[config.mk]
export PLATFORM = sky130hd
export DESIGN_NAME = ttw_addr_unit
export DESIGN_NICKNAME = d
export VERILOG_FILES = /design/src/hw/rtl/ttw_pkg.sv /design/src/hw/rtl/ttw_addr_unit.sv
export SDC_FILE = /design/constraint.sdc
export NUM_CORES = 1
export LEC_CHECK = 0
export BUFFER_PORTS_ARGS = -buffer_cell sky130_fd_sc_hd__buf_2
export CAP_MARGIN = 5
export CORE_AREA = 2 2 41 43
export DETAILED_ROUTE_END_ITERATION = 8
export DIE_AREA = 0 0 43 45
export PLACE_DENSITY = 0.81
export SETUP_SLACK_MARGIN = 0.1
export SYNTH_ARGS = -nofsm -noshare
export SYNTH_HDL_FRONTEND = slang
export SYNTH_SLANG_ARGS = --single-unit
[constraint.sdc]
create_clock -name vclk -period 4.2
set_clock_uncertainty 0.1 [all_clocks]
set_input_delay 0 -clock vclk [all_inputs]
set_output_delay 0 -clock vclk [all_outputs]
set_load 0.01 [all_outputs]
[src/hw/rtl/ttw_pkg.sv]
// ----------------------------------------------------------------------------
// ttw_pkg
// Shared constants and types for the text terminal writer: screen geometry,
// character codes, request codes, sequencer states and store access bundle.
// ----------------------------------------------------------------------------
package ttw_pkg;

   localparam int COLUMNS = 80;
   localparam int ROWS    = 25;
   localparam int ROW_W   = 5;
   localparam int COL_W   = 7;
   localparam int CHAR_W  = 8;
   localparam int COLOR_W = 8;
   localparam int CELL_W  = CHAR_W + COLOR_W;
   localparam int DEPTH   = ROWS * COLUMNS;
   localparam int ADDR_W  = $clog2(DEPTH);

   localparam logic [CHAR_W-1:0]  NEWLINE_CODE = 8'h0A;
   localparam logic [CHAR_W-1:0]  SPACE_CODE   = 8'h20;
   localparam logic [COLOR_W-1:0] RESET_COLOR  = 8'h07;

   localparam logic REQ_PUT  = 1'b0;
   localparam logic REQ_READ = 1'b1;

   typedef enum logic [1:0] {
      ST_CLEAR,
      ST_IDLE,
      ST_BLANK,
      ST_RSP
   } state_type;

   typedef struct packed {
      logic              we;
      logic [ADDR_W-1:0] addr;
      logic [CELL_W-1:0] wdata;
   } ram_req_type;

endpackage

[src/hw/rtl/ttw_addr_unit.sv]
// ----------------------------------------------------------------------------
// ttw_addr_unit
// Shared address unit: maps a screen row through the circular row base and
// forms the linear cell address row * COLUMNS + column.
// ----------------------------------------------------------------------------
module ttw_addr_unit (
   input  logic [ttw_pkg::ROW_W-1:0]  row,
   input  logic [ttw_pkg::COL_W-1:0]  col,
   input  logic [ttw_pkg::ROW_W-1:0]  base,
   output logic [ttw_pkg::ADDR_W-1:0] addr
);
   import ttw_pkg::*;

   localparam int SUM_W  = ROW_W + 1;
   localparam int FULL_W = ADDR_W + 2;

   logic [SUM_W-1:0]  row_sum;
   logic [SUM_W-1:0]  phys_row;
   logic [FULL_W-1:0] full_addr;

   always_comb begin
      row_sum = SUM_W'(row) + SUM_W'(base);
      if (row_sum >= SUM_W'(ROWS)) begin
         phys_row = row_sum - SUM_W'(ROWS);
      end else begin
         phys_row = row_sum;
      end
      full_addr = FULL_W'(phys_row) * FULL_W'(COLUMNS) + FULL_W'(col);
      addr      = full_addr[ADDR_W-1:0];
   end

endmodule

==> metrics.md <==
| Metric | Value |
|---|---|
| Status | finished, final reports clean |
| CLK BUF | 0 |
| Fin. max-slew vios | 0 |
| Sequential cell area fraction in the yosys report | 0 |
| Startpoint type of the worst setup path | primary input |
| Residual DRC | 0 |
| WL per Instance | 11.4 µm |
| Count of different cell masters after synthesis | 29 |
| Via/cell ratio | 5.49 |
| CP arrival | 3.80 ns |
| Routed vias | 697 |
| Yosys top cell area share | 0.290 |
| Synthesized cell area | 733 µm² |
| Worst rel slew slack | 0.695 |
| Initial antenna violation count | 0 |
| Fill count | 133 |
| Most common cell in the netlist | ha_1 |
| Worst hold path stage count | 3 |
| Shortest period the worst path allows | 3.90 ns |
| Dominant cells by area after synthesis | ha_1, xnor2_1, fa_1 |
| GRT Util Overall | 0.148 |
| Peak VDD IR | 423 µV |
| Tcrit/Tclk final | 0.928 |
| Initial core utilization | 0.498 |
| Worst min-delay path class | in -> out |
| Multi-input gate area | 711 µm² |
| Design Power | 0.514 mW |
| Register area | 0 µm² |
| Pin count of the biggest net entering global routing | 8 |
| First-pass GRT wire length | 2.34 mm |
| Pwr Density | 548 nW/µm² |
| Static leakage | 0.464 nW |
| Routability cong. | 0.724 |
| Worst-Margin Slew | 0.454 ns |
| Num sequential | 0 |
| Gate Count Post-Synth | 85 |
| Element type at the critical path end | output port |
| # IOs | 28 |
| Fmax | 257 MHz |
| FP Rows | 14 |
| Layout cell share with drive strength beyond 1 | 0.405 |
| RSZ-0062 raised after global routing | false |
| Routed WL | 1.45 mm |
| PortBufs | 20 |
| Mean Syn Cell Area | 8.63 µm² |
| Chip height | 45 µm |
| Die width | 43 µm |
| HPWL after DPL | 1.16 mm |
| HP Start | col[4] |
| Vias in the first global route | 626 |
| Nets | 150 |
| Final setup TNS | 0 ns |
| Drt first pass iters | 3 |
| Final setup fails | 0 |
| Req. time, crit path | 4.10 ns |
| CP Class | in -> out |
| WHS Endpoint | addr[4] |
| CP max FO | 3 |
| Hold Violations, Final | 0 |
| Inserted Diodes | 0 |
| Synth warn | 0 |
| Synth top cells by count | ha_1, xnor2_1, inv_1 |
| Syn_nets | 122 |
| GRT Residual Overflow | 0 |
| Yosys top cell by area | ha_1 |
| Antenna-violating nets left | 0 |
| Die area | 1940 µm² |
| Initial detailed-routing violation count | 3 |
| MaxCap Viol Count | 0 |
| Core box area | 1470 µm² |
| P&R area growth vs syn | 28.0% |
[worst max-delay path, stage by stage]
cell and delay, ns:
buf_2 0.10, ha_2 0.20, fa_2 0.58, inv_2 0.05, ha_1 0.21, and2b_1 0.22, nand2_2 0.08, a31oi_4 0.20
mux2_4 0.33, ha_1 0.28, ha_2 0.20, fa_2 0.41, xor2_2 0.17, o2111ai_2 0.14, xor2_1 0.16, xnor2_1 0.18
xnor2_1 0.13, buf_2 0.14
[metrics by stage]
step | util | cells | hold WS (ns) | worst slack (ns) | instance area [µm²]
after global routing | 0.638 | 127 | 0.235 | 0.106 | 938
final | 0.638 | 127 | 0.205 | 0.302 | 938
after detailed placement | 0.575 | 120 | -0.0999 | 0.112 | 846
after floorplan | - | 85 | -0.00823 | 0.445 | 733
after global placement | 0.575 | 120 | -0.0999 | 0.191 | 846
after CTS | 0.602 | 124 | 0.210 | 0.104 | 886
[area by class of cell]
cell class                      instances  area share
Inverter                                6      0.0240
Tap cell                               16      0.0213
Timing Repair Buffer                   30       0.197
Multi-Input combinational cell         75       0.757
[power by group]
part | total (mW) | switching [mW] | internal (mW)
sequential | 0 | 0 | 0
clock | 0 | 0 | 0
combinational | 0.514 | 0.252 | 0.262
total | 0.514 | 0.252 | 0.262
[worst max path at each step]
stage	startpoint	to	slack, ns
5_1_grt	row[0]	addr[10]	0.11
3_5_place_dp	row[0]	addr[10]	0.11
4_1_cts	row[0]	addr[10]	0.10
3_3_place_gp	row[0]	addr[10]	0.19
6_report	row[0]	addr[10]	0.30
2_1_floorplan	row[0]	addr[10]	0.45
[cell usage in the layout (no fill, tap or decap), types with 3 or more instances in the layout]
cell type      instances
a21o_1                 4
a21oi_1                4
buf_2                 20
buf_4                  6
dlygate4sd3_1          4
ha_1                  15
inv_1                  5
nand3_1                4
nor2_1                 3
or2_2                  4
xnor2_1                7
[logic make-up (layout without fill, tap and decap cells)]
group / Yosys count / count (layout) / synth area share
muxes: 3 / 3 / 0.0427
adders and majority gates: 20 / 20 / 0.372
xor gates and xnor gates: 10 / 10 / 0.119
and+or+nand+nor: 22 / 22 / 0.169
AOI/OAI and AO/OA: 20 / 20 / 0.225
buffers and inverters: 10 / 36 / 0.0717
[per-layer routing]
layer	track usage	share of wire	vias up
met1	0.175	0.42	316
met3	0.00400	0.050	0
li1	-	-	362
met4	0	0	0
met5	0	0	-
met2	0.312	0.53	19
[what timing repair did]
action	CTS	global route
buffers inserted	0	3
gates resized for setup	0	10
hold endpoints to repair	4	0
setup endpoints to repair	0	1
hold buffers	4	0
Note: power is estimated with default switching activity, not from simulation.
